===== src/rtl/core/mbr_pkg.sv =====
// ----------------------------------------------------------------------------
// mbr_pkg
// shared types and constants of the m-bus slave responder
// ----------------------------------------------------------------------------
package mbr_pkg;

    // link layer codes
    localparam logic [7:0] CTRL_FCB     = 8'h20;
    localparam logic [7:0] CTRL_SND_NKE = 8'h40;
    localparam logic [7:0] CTRL_SND_UD  = 8'h53;
    localparam logic [7:0] CTRL_REQ_UD2 = 8'h5B;
    localparam logic [7:0] CTRL_RSP_UD  = 8'h08;
    localparam logic [7:0] ACK_BYTE     = 8'hE5;
    localparam logic [7:0] ADDR_SEC     = 8'hFD;
    localparam logic [7:0] ADDR_BCAST   = 8'hFF;
    localparam logic [7:0] CI_SELECT    = 8'h52;
    localparam logic [7:0] CI_RSP       = 8'h72;
    localparam logic [7:0] LONG_START   = 8'h68;
    localparam logic [7:0] LONG_STOP    = 8'h16;
    localparam logic [7:0] WILDCARD     = 8'hFF;
    localparam logic [1:0] KIND_ACK     = 2'd0;

    // long frame layout: 4 header, C, A, CI, 24 data, checksum, stop
    localparam int          DATA_LEN = 24;
    localparam logic [7:0]  LEN_BYTE = 8'(DATA_LEN + 3);
    localparam int          RSP_LEN  = DATA_LEN + 9;
    localparam int          IDX_W    = $clog2(RSP_LEN);

    localparam logic [7:0] FIXED_IDENT [8] = '{
        8'h37, 8'h13, 8'h37, 8'h13, 8'h2B, 8'h18, 8'h01, 8'h04
    };

    // configuration register indexes
    localparam logic [2:0] CFG_PRIMARY  = 3'd0;
    localparam logic [2:0] CFG_SEC_EN   = 3'd1;
    localparam logic [2:0] CFG_SEC_ADDR = 3'd2;
    localparam logic [2:0] CFG_ENERGY   = 3'd3;
    localparam logic [2:0] CFG_VOLUME   = 3'd4;

    typedef struct packed {
        logic [1:0]  frame_kind;
        logic [7:0]  control_byte;
        logic [7:0]  link_address;
        logic [7:0]  ci_byte;
        logic [63:0] select_pattern;
        logic        pattern_present;
    } t_in_word;

    typedef struct packed {
        logic [7:0] tx_byte;
        logic       last_byte;
    } t_out_word;

    typedef struct packed {
        logic [7:0]  primary_address;
        logic        secondary_enable;
        logic [63:0] secondary_address;
        logic [31:0] energy_val;
        logic [31:0] volume_val;
    } t_cfg;

    // one queued response job
    typedef struct packed {
        logic       is_ack;
        logic [7:0] addr;
        logic       use_sec;
    } t_cmd;

    typedef struct packed {
        logic full;
        logic empty;
    } t_qstat;

endpackage


===== src/rtl/core/mbus_slave_responder.sv =====
// ----------------------------------------------------------------------------
// mbus_slave_responder
// m-bus slave link layer: decodes frames, answers with ack or rsp_ud bytes
// ----------------------------------------------------------------------------
//  channel  | direction | handshake           | payload
//  ---------+-----------+---------------------+--------------------------
//  frame in | input     | i_valid / o_stall   | i_word (decoded frame)
//  byte out | output    | o_valid / i_stall   | o_word (tx_byte, last)
//  config   | input     | i_cfg_we            | i_cfg_idx, i_cfg_data
//
// a frame is decoded in the cycle it is accepted; answers queue two deep
// the transmit sequencer sends one byte per cycle unless i_stall holds it: ack 1
// byte, rsp_ud 33 bytes; each job is first fetched from the queue
// o_stall is high only while the job queue is full
// synchronous reset restores register defaults and deselects the slave
// ----------------------------------------------------------------------------
module mbus_slave_responder (
    input  logic                i_clk,
    input  logic                i_rst_n,
    input  logic                i_valid,
    output logic                o_stall,
    input  mbr_pkg::t_in_word   i_word,
    output logic                o_valid,
    input  logic                i_stall,
    output mbr_pkg::t_out_word  o_word,
    input  logic                i_cfg_we,
    input  logic [2:0]          i_cfg_idx,
    input  logic [63:0]         i_cfg_data
);
    import mbr_pkg::*;

    t_cfg   r_cfg;
    t_cmd   push_cmd, pop_cmd;
    t_qstat qstat;
    logic   push, pop, accept, selected;

    always_ff @(posedge i_clk) begin
        if (!i_rst_n) begin
            r_cfg <= '{primary_address: 8'd99, secondary_enable: 1'b0,
                       secondary_address: 64'd0, energy_val: 32'd12345,
                       volume_val: 32'd98765};
        end else if (i_cfg_we) begin
            unique case (i_cfg_idx)
                CFG_PRIMARY:  r_cfg.primary_address   <= i_cfg_data[7:0];
                CFG_SEC_EN:   r_cfg.secondary_enable  <= i_cfg_data[0];
                CFG_SEC_ADDR: r_cfg.secondary_address <= i_cfg_data;
                CFG_ENERGY:   r_cfg.energy_val        <= i_cfg_data[31:0];
                CFG_VOLUME:   r_cfg.volume_val        <= i_cfg_data[31:0];
                default: begin
                end
            endcase
        end
    end

    assign o_stall = qstat.full;
    assign accept  = i_valid && !qstat.full;

    mbr_front u_front (
        .i_clk      (i_clk),
        .i_rst_n    (i_rst_n),
        .i_accept   (accept),
        .i_word     (i_word),
        .i_cfg      (r_cfg),
        .o_push     (push),
        .o_cmd      (push_cmd),
        .o_selected (selected)
    );

    mbr_queue u_queue (
        .i_clk   (i_clk),
        .i_rst_n (i_rst_n),
        .i_push  (push),
        .i_cmd   (push_cmd),
        .i_pop   (pop),
        .o_cmd   (pop_cmd),
        .o_stat  (qstat)
    );

    mbr_back u_back (
        .i_clk   (i_clk),
        .i_rst_n (i_rst_n),
        .i_cmd   (pop_cmd),
        .i_qstat (qstat),
        .i_cfg   (r_cfg),
        .o_pop   (pop),
        .o_valid (o_valid),
        .i_stall (i_stall),
        .o_word  (o_word)
    );

    a_no_push_full: assert property (@(posedge i_clk) disable iff (!i_rst_n)
        push |-> !qstat.full)
        else $error("job pushed into full queue");

    a_no_pop_empty: assert property (@(posedge i_clk) disable iff (!i_rst_n)
        pop |-> !qstat.empty)
        else $error("job popped from empty queue");

    a_select_on_accept: assert property (@(posedge i_clk) disable iff (!i_rst_n)
        $rose(selected) |-> $past(accept))
        else $error("select flag set without an accepted frame");

    a_fill_tracks: assert property (@(posedge i_clk) disable iff (!i_rst_n)
        (push && !pop && !qstat.empty) |=> qstat.full)
        else $error("queue fill count lost a job");

endmodule


===== src/rtl/core/mbr_queue.sv =====
// ----------------------------------------------------------------------------
// mbr_queue
// two-entry job queue between frame decode and frame transmit
// ----------------------------------------------------------------------------
module mbr_queue (
    input  logic          i_clk,
    input  logic          i_rst_n,
    input  logic          i_push,
    input  mbr_pkg::t_cmd i_cmd,
    input  logic          i_pop,
    output mbr_pkg::t_cmd o_cmd,
    output mbr_pkg::t_qstat o_stat
);
    import mbr_pkg::*;

    t_cmd       r_mem [2];
    logic       r_wr, r_rd;
    logic [1:0] r_cnt;

    always_ff @(posedge i_clk) begin
        if (i_push) begin
            r_mem[r_wr] <= i_cmd;
        end
    end

    always_ff @(posedge i_clk) begin
        if (!i_rst_n) begin
            r_wr  <= 1'b0;
            r_rd  <= 1'b0;
            r_cnt <= 2'd0;
        end else begin
            if (i_push) begin
                r_wr <= ~r_wr;
            end
            if (i_pop) begin
                r_rd <= ~r_rd;
            end
            r_cnt <= r_cnt + 2'(i_push) - 2'(i_pop);
        end
    end

    assign o_cmd        = r_mem[r_rd];
    assign o_stat.full  = r_cnt == 2'd2;
    assign o_stat.empty = r_cnt == 2'd0;

endmodule


===== src/rtl/core/mbr_front.sv =====
// ----------------------------------------------------------------------------
// mbr_front
// frame decode: address and control checks, secondary select, job issue
// ----------------------------------------------------------------------------
module mbr_front (
    input  logic           i_clk,
    input  logic           i_rst_n,
    input  logic           i_accept,
    input  mbr_pkg::t_in_word i_word,
    input  mbr_pkg::t_cfg  i_cfg,
    output logic           o_push,
    output mbr_pkg::t_cmd  o_cmd,
    output logic           o_selected
);
    import mbr_pkg::*;

    logic       r_sel;
    logic       n_sel;
    logic [7:0] ctrl;
    logic [7:0] pat_b, sec_b;
    logic [7:0] byte_ok;
    logic       match;
    logic       is_sec, is_prim;

    assign ctrl    = i_word.control_byte & ~CTRL_FCB;
    assign is_sec  = i_word.link_address == ADDR_SEC;
    assign is_prim = i_word.link_address == i_cfg.primary_address
                  || i_word.link_address == ADDR_BCAST;

    // per-byte wildcard compare
    always_comb begin
        pat_b = '0;
        sec_b = '0;
        for (int i = 0; i < 8; i++) begin
            pat_b = i_word.select_pattern[56 - 8*i +: 8];
            sec_b = i_cfg.secondary_address[56 - 8*i +: 8];
            byte_ok[i] = pat_b == WILDCARD || pat_b == sec_b;
        end
    end
    assign match = &byte_ok;

    always_comb begin
        n_sel  = r_sel;
        o_push = 1'b0;
        o_cmd  = '{is_ack: 1'b1, addr: i_word.link_address, use_sec: 1'b0};
        if (i_word.frame_kind != KIND_ACK) begin
            priority if (is_sec) begin
                if (ctrl == CTRL_SND_NKE) begin
                    n_sel = 1'b0;
                end else if (ctrl == CTRL_SND_UD && i_word.ci_byte == CI_SELECT
                             && i_cfg.secondary_enable) begin
                    n_sel  = i_word.pattern_present && match;
                    o_push = n_sel;
                end else if (ctrl == CTRL_REQ_UD2 && r_sel) begin
                    o_push = 1'b1;
                    o_cmd  = '{is_ack: 1'b0, addr: ADDR_SEC,
                               use_sec: i_cfg.secondary_enable};
                end
            end else if (is_prim) begin
                if (ctrl == CTRL_SND_NKE || ctrl == CTRL_SND_UD) begin
                    o_push = 1'b1;
                end else if (ctrl == CTRL_REQ_UD2) begin
                    o_push = 1'b1;
                    o_cmd  = '{is_ack: 1'b0, addr: i_cfg.primary_address,
                               use_sec: 1'b0};
                end
            end else begin
                // other addresses are not answered
            end
        end
        o_push = o_push && i_accept;
    end

    always_ff @(posedge i_clk) begin
        if (!i_rst_n) begin
            r_sel <= 1'b0;
        end else if (i_accept) begin
            r_sel <= n_sel;
        end
    end

    assign o_selected = r_sel;

endmodule


===== src/rtl/core/mbr_back.sv =====
// ----------------------------------------------------------------------------
// mbr_back
// frame transmit: byte sequencer with running checksum and output register
// ----------------------------------------------------------------------------
module mbr_back (
    input  logic             i_clk,
    input  logic             i_rst_n,
    input  mbr_pkg::t_cmd    i_cmd,
    input  mbr_pkg::t_qstat  i_qstat,
    input  mbr_pkg::t_cfg    i_cfg,
    output logic             o_pop,
    output logic             o_valid,
    input  logic             i_stall,
    output mbr_pkg::t_out_word o_word
);
    import mbr_pkg::*;

    localparam logic [IDX_W-1:0] IDX_ID0   = IDX_W'(7);
    localparam logic [IDX_W-1:0] IDX_EN0   = IDX_W'(21);
    localparam logic [IDX_W-1:0] IDX_VOL0  = IDX_W'(27);
    localparam logic [IDX_W-1:0] IDX_SUM   = IDX_W'(RSP_LEN - 2);
    localparam logic [IDX_W-1:0] IDX_LAST  = IDX_W'(RSP_LEN - 1);

    logic             r_busy;
    logic [IDX_W-1:0] r_idx;
    t_cmd             r_cmd;
    logic [7:0]       r_sum;
    logic             r_out_valid;
    t_out_word        r_out;

    logic             adv;
    logic             last;
    logic [7:0]       cur;
    logic [IDX_W-1:0] id_off, en_off, vol_off;
    logic [7:0]       ident;

    assign adv     = !r_out_valid || !i_stall;
    assign o_pop   = !r_busy && !i_qstat.empty;
    assign last    = r_cmd.is_ack || r_idx == IDX_LAST;
    assign id_off  = r_idx - IDX_ID0;
    assign en_off  = r_idx - IDX_EN0;
    assign vol_off = r_idx - IDX_VOL0;
    assign ident   = r_cmd.use_sec
                   ? i_cfg.secondary_address[56 - 8*id_off[2:0] +: 8]
                   : FIXED_IDENT[id_off[2:0]];

    always_comb begin
        cur = 8'h00;
        if (r_cmd.is_ack) begin
            cur = ACK_BYTE;
        end else begin
            priority if (r_idx == IDX_W'(0) || r_idx == IDX_W'(3)) begin
                cur = LONG_START;
            end else if (r_idx == IDX_W'(1) || r_idx == IDX_W'(2)) begin
                cur = LEN_BYTE;
            end else if (r_idx == IDX_W'(4)) begin
                cur = CTRL_RSP_UD;
            end else if (r_idx == IDX_W'(5)) begin
                cur = r_cmd.addr;
            end else if (r_idx == IDX_W'(6)) begin
                cur = CI_RSP;
            end else if (r_idx < IDX_W'(15)) begin
                cur = ident;
            end else if (r_idx == IDX_W'(15)) begin
                cur = 8'h01;
            end else if (r_idx < IDX_W'(19)) begin
                cur = 8'h00;
            end else if (r_idx == IDX_W'(19) || r_idx == IDX_W'(25)) begin
                cur = 8'h04;
            end else if (r_idx == IDX_W'(20)) begin
                cur = 8'h06;
            end else if (r_idx < IDX_W'(25)) begin
                cur = i_cfg.energy_val[8*en_off[1:0] +: 8];
            end else if (r_idx == IDX_W'(26)) begin
                cur = 8'h13;
            end else if (r_idx < IDX_SUM) begin
                cur = i_cfg.volume_val[8*vol_off[1:0] +: 8];
            end else if (r_idx == IDX_SUM) begin
                cur = r_sum;
            end else begin
                cur = LONG_STOP;
            end
        end
    end

    always_ff @(posedge i_clk) begin
        if (o_pop) begin
            r_cmd <= i_cmd;
        end
        if (o_pop) begin
            r_sum <= 8'h00;
        end else if (r_busy && adv && r_idx >= IDX_W'(4) && r_idx < IDX_SUM) begin
            r_sum <= r_sum + cur;
        end
        if (adv) begin
            r_out <= '{tx_byte: cur, last_byte: last};
        end
    end

    always_ff @(posedge i_clk) begin
        if (!i_rst_n) begin
            r_busy      <= 1'b0;
            r_idx       <= '0;
            r_out_valid <= 1'b0;
        end else begin
            if (o_pop) begin
                r_busy <= 1'b1;
                r_idx  <= '0;
            end else if (r_busy && adv) begin
                r_idx <= r_idx + IDX_W'(1);
                if (last) begin
                    r_busy <= 1'b0;
                end
            end
            if (adv) begin
                r_out_valid <= r_busy;
            end
        end
    end

    assign o_valid = r_out_valid;
    assign o_word  = r_out;

endmodule


===== config.mk =====
export PLATFORM = sky130hd
export DESIGN_NAME = mbus_slave_responder
export DESIGN_NICKNAME = d
export VERILOG_FILES = /design/src/rtl/core/mbr_pkg.sv /design/src/rtl/core/mbus_slave_responder.sv /design/src/rtl/core/mbr_queue.sv /design/src/rtl/core/mbr_front.sv /design/src/rtl/core/mbr_back.sv
export SDC_FILE = /design/constraint.sdc
export NUM_CORES = 1
export LEC_CHECK = 0
export BUFFER_PORTS_ARGS = -buffer_cell sky130_fd_sc_hd__buf_2
export CAP_MARGIN = 25
export CORE_MARGIN = 2
export CORE_UTILIZATION = 40
export DETAILED_ROUTE_END_ITERATION = 7
export PLACE_DENSITY_LB_ADDON = 0.12
export SYNTH_ARGS = -nofsm -noshare
export SYNTH_HDL_FRONTEND = slang
export SYNTH_HIERARCHICAL = 1
export SYNTH_SLANG_ARGS = --single-unit
export TNS_END_PERCENT = 50

===== constraint.sdc =====
create_clock -name i_clk -period 3.95 [get_ports i_clk]
set_input_delay 0.395 -clock i_clk [delete_from_list [all_inputs] [get_ports i_clk]]
set_output_delay 0.395 -clock i_clk [all_outputs]
set_load 0.05 [all_outputs]

Yosys cells after proc, flatten, opt, wreduce, memory -nomap -nowiden
Memories as Yosys holds them, arrays and structs flattened. A register that Yosys moved wholly into a read port is not among the register bits.
Cells that the tools add are included.
- register bits: 167
- bits in writable memories: 20
- ROM bits: 64
- input bits: 163
- output and inout port bits: 11
- word-level logic and storage cells: 166
- memories kept: 2
- add/sub/neg operators: 8
- magnitude comparators: 6
- equality and inequality tests: 41
- shift operators: 3
- multiplexer cells: 41
- bitwise gates (word level): 4
- reductions and logical operators: 46
- memories (memory ; depth ; bits a word ; read ports ; clocked after memory_dff ; write ports ; RTL line ; source):
    (no name shown) ; 8 ; 8 ; 1 ; 0 ; 0 ; mbr_back.sv:45 ; : FIXED_IDENT[id_off[2:0]];
    u_queue.r_mem ; 2 ; 10 ; 1 ; 1 ; 1 ; mbr_queue.sv:16 ; t_cmd r_mem [2];
- operator list (kind ; number):
    8-bit 2-to-1 mux ; 18
    8-bit == test, second input constant ; 10
    10-bit 2-to-1 mux ; 8
    8-bit == test ; 9
    32-bit by 6-bit indexed part select with 8-bit output ; 2
    64-bit by 33-bit indexed part select with 8-bit output ; 1
    6-bit by 5-bit == test with 1-bit output, second input constant ; 5
    7-bit by 6-bit == test with 1-bit output, second input constant ; 3
    6-bit by 3-bit == test with 1-bit output, second input constant ; 3
    6-bit by 5-bit < comparator with 1-bit output, second input constant ; 3
    1-bit logical OR ; 15
    1-bit 2-to-1 mux ; 15
    6-bit by 2-bit == test with 1-bit output, second input constant ; 2
    2-bit AND reduction ; 6
    1-bit logical AND ; 10
    8-bit adder ; 1
    8-bit by 7-bit == test with 1-bit output, second input constant ; 1
    8-bit AND reduction ; 1
    2-bit nonzero test ; 4
    6-bit by 6-bit subtractor with 7-bit output, first input constant ; 1
    6-bit by 1-bit adder with 6-bit output, second input constant ; 1
    3-bit by 2-bit == test with 1-bit output, second input constant ; 2
    6-bit by 1-bit == test with 1-bit output, second input constant ; 1
    6-bit by 4-bit == test with 1-bit output, second input constant ; 1
    other kinds (20) ; 26

Logic depth before layout (Yosys ltp)
- word-level depth: 17
- gate-level depth with buffers: 25
- mapped depth without buffers: 19

By module
The synthesis kept the hierarchy.
- by module, submodules not included (module ; times used ; cells each ; area each (µm²) ; seq. area each (µm²)):
    mbus_slave_responder ; 1 ; 536 ; 5313.8 ; 2742.6
    mbr_back ; 1 ; 300 ; 3159.3 ; 890.9
    mbr_front ; 1 ; 170 ; 1300.0 ; 20.0
    mbr_queue ; 1 ; 52 ; 943.4 ; 700.7

Worst setup path after synthesis
OpenSTA, ideal clock, no wires.
- kind: reg-to-reg
- from: register u_back.r_idx[0]
- to: register u_back.r_sum[7]
- setup time: 72 ps
- data arrival time: 4235 ps
- data required time: 3878 ps
- path slack: -356 ps
- stages on the path, launching flop included: 21
- path buffers: 6
- period minus slack after synthesis: 4306 ps
- path through: dfxtp_1 buf_6 buf_6 buf_4 inv_1 ha_1 buf_2 buf_2 buf_2 mux4_2 a221oi_1 o22ai_1 a211o_1 ha_1 a21o_1 a21oi_1 o21ai_0 o41ai_1 nand2_1 mux2i_1 mux2i_1
- elaborated cells on any way between the ends: 51
- those cells by class: add/sub: 5; order compare: 5; eq/ne: 12; shift: 3; mux: 18; bitwise: 1; reduce/logical: 6; memory: 1
- RTL lines (item ; RTL line ; source):
    from (decl) ; mbr_back.sv:25 ; logic [IDX_W-1:0] r_idx;
    from (signal assigned) ; mbr_back.sv:110 ; r_idx <= r_idx + IDX_W'(1);
    2-bit by 1-bit subtractor with 2-bit output ; mbr_back.sv:41 ; assign en_off = r_idx - IDX_EN0;
    net u_back.en_off[0] ; mbr_back.sv:34 ; logic [IDX_W-1:0] id_off, en_off, vol_off;
    32-bit by 6-bit indexed part select with 8-bit output ; mbr_back.sv:73 ; cur = i_cfg.energy_val[8*en_off[1:0] +: 8];
    8-bit 2-to-1 mux ; mbr_back.sv:72 ; end else if (r_idx < IDX_W'(25)) begin
    8-bit 2-to-1 mux ; mbr_back.sv:70 ; end else if (r_idx == IDX_W'(20)) begin
    8-bit 2-to-1 mux ; mbr_back.sv:68 ; end else if (r_idx == IDX_W'(19) || r_idx == IDX_W'(25)) begin
    8-bit 2-to-1 mux ; mbr_back.sv:66 ; end else if (r_idx < IDX_W'(19)) begin
    8-bit 2-to-1 mux ; mbr_back.sv:64 ; end else if (r_idx == IDX_W'(15)) begin
    8-bit 2-to-1 mux ; mbr_back.sv:62 ; end else if (r_idx < IDX_W'(15)) begin
    8-bit 2-to-1 mux ; mbr_back.sv:60 ; end else if (r_idx == IDX_W'(6)) begin
    8-bit 2-to-1 mux ; mbr_back.sv:58 ; end else if (r_idx == IDX_W'(5)) begin
    8-bit 2-to-1 mux ; mbr_back.sv:56 ; end else if (r_idx == IDX_W'(4)) begin
    8-bit 2-to-1 mux ; mbr_back.sv:54 ; end else if (r_idx == IDX_W'(1) || r_idx == IDX_W'(2)) begin
    8-bit 2-to-1 mux ; mbr_back.sv:52 ; priority if (r_idx == IDX_W'(0) || r_idx == IDX_W'(3)) begin
    8-bit 2-to-1 mux ; mbr_back.sv:49 ; if (r_cmd.is_ack) begin
    net u_back.cur[0] ; mbr_back.sv:33 ; logic [7:0] cur;
    8-bit adder ; mbr_back.sv:93 ; r_sum <= r_sum + cur;
    to (signal assigned) ; mbr_back.sv:93 ;
    to (decl) ; mbr_back.sv:27 ; logic [7:0] r_sum;
The timed path passes the listed nets, and every way through them passes these cells. The select of a mux whose other input is x is not followed.
A chain may end at the register's enable or synchronous reset.

Final worst setup path
Same ends and word-level chain as after synthesis.

==> results.toml <==
[synth]
syn_area_per_cell_um2 = 10.1
ys_ff_latch = 198
yosysUniqueCellTypes = 77
synthesis.area_um2 = 10700
async_flop_share_pct = 0
synth_warnings = 6
synthFlopType = "dfxtp_1"
syn_nets = 1238
syn_inst = 1058
synth_enable_flop_cells = 39
yosysSeqAreaShare_pct = 40.6

[worst_setup_path]
critPathRequiredTime_ps = 4310
worstReg2RegStart = "u_back/r_idx[0]$_SDFFE_PP0P_"
crit_slowest_cell = "dfxtp_4"
crit_start = "u_back/r_idx[0]$_SDFFE_PP0P_"
rr_endpoint = "u_back/r_sum[7]$_SDFFE_PP0P_"
crit_cells = 17
cp_top_family = "compound AO/OA/AOI/OAI gates"
worst_setup_path_start_kind = "flip-flop"
critPathCapture = "u_back/r_sum[7]$_SDFFE_PP0P_"
cp_cell_sequence = "inv_1 -> ha_4 -> buf_12 -> mux4_2 -> mux2_2 -> nand2_1 -> o21ai_1 -> a221o_1 -> a21o_1 -> ha_1 -> a21o_1 -> a21oi_2 -> o21ai_2 -> o41ai_2 -> nand2_1 -> mux2i_1 -> mux2i_1"
end_kind = "flip-flop"
crit_fanout = 15
cp.arrival_ps = 4160
max_stage_delay_ps = 390
reg2reg_slack_ps = 150
criticalPathCategory = "flip-flop to flip-flop"
cp_num_buf_inv = 2
reg2regPathDepth = 17

[power]
leakagePower_uw = 0.00497
p_switching_uw = 2070
seq_power_share_pct = 39.9
power.density_nw_per_um2 = 484
peakVddDrop_mv = 0.283
switching_share_pct = 34.1
clkPwrFrac_pct = 27.4
p_int_uw = 4000
power_frac_comb_pct = 32.7

[sta]
fin_crit_ps = 3800
hold_slack_ps = 202
fmax_ghz = 0.263
finalCritPeriodShare_pct = 96.1
setup_viol = 0
final.setup.worst_slack_ps = 152
slew_violations = 0
rsz0062_at_grt = "true"
relSlewSlack_pct = 47.1
finClkSkew_ps = 14.9
setup_tns_ps = 0
tightestPinTransition_ps = 794
hold_viol = 0

[floorplan]
fp.dieArea_um2 = 28100
chipWidth_um = 168
rows = 59
initial_core_util_pct = 40.9
core_area_um2 = 26200
io_pins = 174
die_h_um = 168

[route]
routed-via-count = 8465
drt_iter0_drc = 591
ant_nets = 0
avgViaCountPerCell = 5.40
dr.pass1.iters = 5
dr.max_layer_used = "met5"
drc = 0
wl_met1_mm = 13.8
wl_met3_mm = 1.86
wire_per_inst_um = 19.6
routed_wl_mm = 30.8
wl_met2_mm = 14.6

[placement]
io_buffers = 172
dpl-instance-area_um2 = 11900
dp_slack_ps = 20.1
dp_hpwl_mm = 23.6
routabilityCongestion = 0.894

[grt]
antenna_found_initial = 3
grt_overflow = 0
grtUsageTotal_pct = 22.0
grt_max_degree = 115
grt_pass1_wl_mm = 47.3
grt_pass1_vias = 8285

[cells_and_area]
synthToLayoutAreaGrowth_pct = 17.1
drive_above_1_share_pct = 24.6
nets = 1399
final_area_um2 = 12600

[clock_tree]
cts_max_level = 4
cts.sinks = 198
clockBufferDepth = 2
cts_hold_buffers = 0
clk_pin_slew_ps = 70
cts_root_buffer = "clkbuf_16"
cts_tree = "built"
numCtsBuffers = 17
clk_latency_ps = 430

[worst_hold_path]
hold_path.startpoint = "i_cfg_data[50]"
holdPathStages = 3
hp-class = "primary input to flip-flop"

[flow_run]
maxCapViolCount = 0

[outcome]
status = "finished, final reports clean"
## layout by cell type, fill, tap and decap left out, types with 6 or more instances in the layout
cell type	n
a211oi_1	6
a21oi_1	17
and2_1	11
buf_2	171
buf_4	26
clkbuf_16	19
dfxtp_1	157
edfxtp_1	39
ha_1	15
inv_1	21
mux2_2	13
mux2i_1	153
mux4_2	30
nand2_1	207
nand4_1	34
nor2_1	29
nor2b_1	40
nor3_1	6
nor4_1	6
o21ai_0	18
o22a_1	8
o22ai_1	15
xnor2_1	69
xor2_1	10
## worst min-delay path by stage
stage                                        end  slack, ps
global route             r_cfg[102]$_SDFFE_PN0P_        190
floorplan           u_back/r_sum[7]$_SDFFE_PP0P_        430
detailed placement        r_cfg[29]$_SDFFE_PN0P_        450
global placement          r_cfg[43]$_SDFFE_PN0P_        440
CTS                      r_cfg[114]$_SDFFE_PN0P_        190
finish                   r_cfg[114]$_SDFFE_PN0P_        200
## per-layer routing
metal / vias to the layer above / track usage (%)
li1: 4100 / -
met1: 4059 / 29.2
met2: 269 / 36.9
met3: 35 / 4.23
met4: 2 / 5.60
met5: - / 0
## flip-flops by register name (all words and copies together) (netlist names), named ones only
register	flops
u_back/r_sum	8
r_cfg	137
u_queue/r_mem	20
u_back/r_idx	6
u_back/r_cmd	10
u_back/o_word	9
u_back/o_valid	1
u_queue/r_wr	1
u_front/o_selected	1
u_back/r_busy	1
u_queue/r_cnt	2
u_queue/r_rd	1
## worst reg2reg max path, stage by stage (launching register included)
cell and delay [ps]:
dfxtp_4 390, inv_1 110, ha_4 290, buf_12 150, mux4_2 380, mux2_2 290
nand2_1 70, o21ai_1 100, a221o_1 360, a21o_1 200, ha_1 270, a21o_1 180
a21oi_2 180, o21ai_2 100, o41ai_2 230, nand2_1 90, mux2i_1 180, mux2i_1 180
## area by class of cell
class	instances	area, um2
flip-flops and latches	198	4360
well taps	335	419
diodes	2	5.00
inverters	21	78.8
repair buffers	203	1170
multi-input cells	778	5970
clock buffers	23	489
fillers	2489	13700
clock inverters	8	65.1
## synthesized netlist by cell type, drive strengths merged (5+ instances only)
library cell	n	share of area, %
nor2b	41	2.5
a21oi	20	0.93
mux2	13	1.4
xnor2	69	5.6
dfxtp	159	30
a211oi	6	0.42
mux4	30	6.3
nand4	35	2.1
ha	16	1.9
xor2	10	0.82
nand3	5	0.23
nor2	30	1.1
nand2	208	7.3
clkbuf	22	0.77
edfxtp	39	11
inv	21	0.74
mux2i	153	14
o22ai	15	0.88
a21o	5	0.35
and2	11	0.64
buf	39	2.7
o22a	8	0.65
o21ai	25	1.2
nor4	6	0.35
nor3	7	0.43
## power groups by stage
stage | clock (uW) | sequential, uW | combinational [uW]
CTS | 1700 | 2420 | 1910
global placement | 0 | 2460 | 1890
finish | 1660 | 2430 | 1990
detailed placement | 0 | 2460 | 1900
floorplan | 0 | 2570 | 1260
global route | 1800 | 2450 | 2160
## logic make-up (layout without fill, tap and decap cells)
group,after synthesis,count (layout),synth area share [%]
multiplexers,196,196,22.0
XOR/XNOR,80,80,6.67
adder cells (fa/ha/maj),17,17,2.05
AO/OA/AOI/OAI,116,116,7.58
other,0,2,0
AND/OR/NAND/NOR,369,369,16.9
buffers and inverters,82,255,4.24
flip-flops,198,198,40.6
## metrics by stage
stage          std cells  power (uW)  utilization [%]
2_1_floorplan       1058        3830                -
3_3_place_gp        1530        4350             45.4
3_5_place_dp        1530        4360             45.4
4_1_cts             1561        6030             47.5
5_1_grt             1567        6400             47.9
6_report            1568        6080             47.9
## repair_timing
action | 4_1_cts | 5_1_grt
setup buffers | 0 | 4
resized for setup | 0 | 11
endpoints found under the setup margin | 0 | 3
No activity file was read; power rests on OpenSTA's default activity.
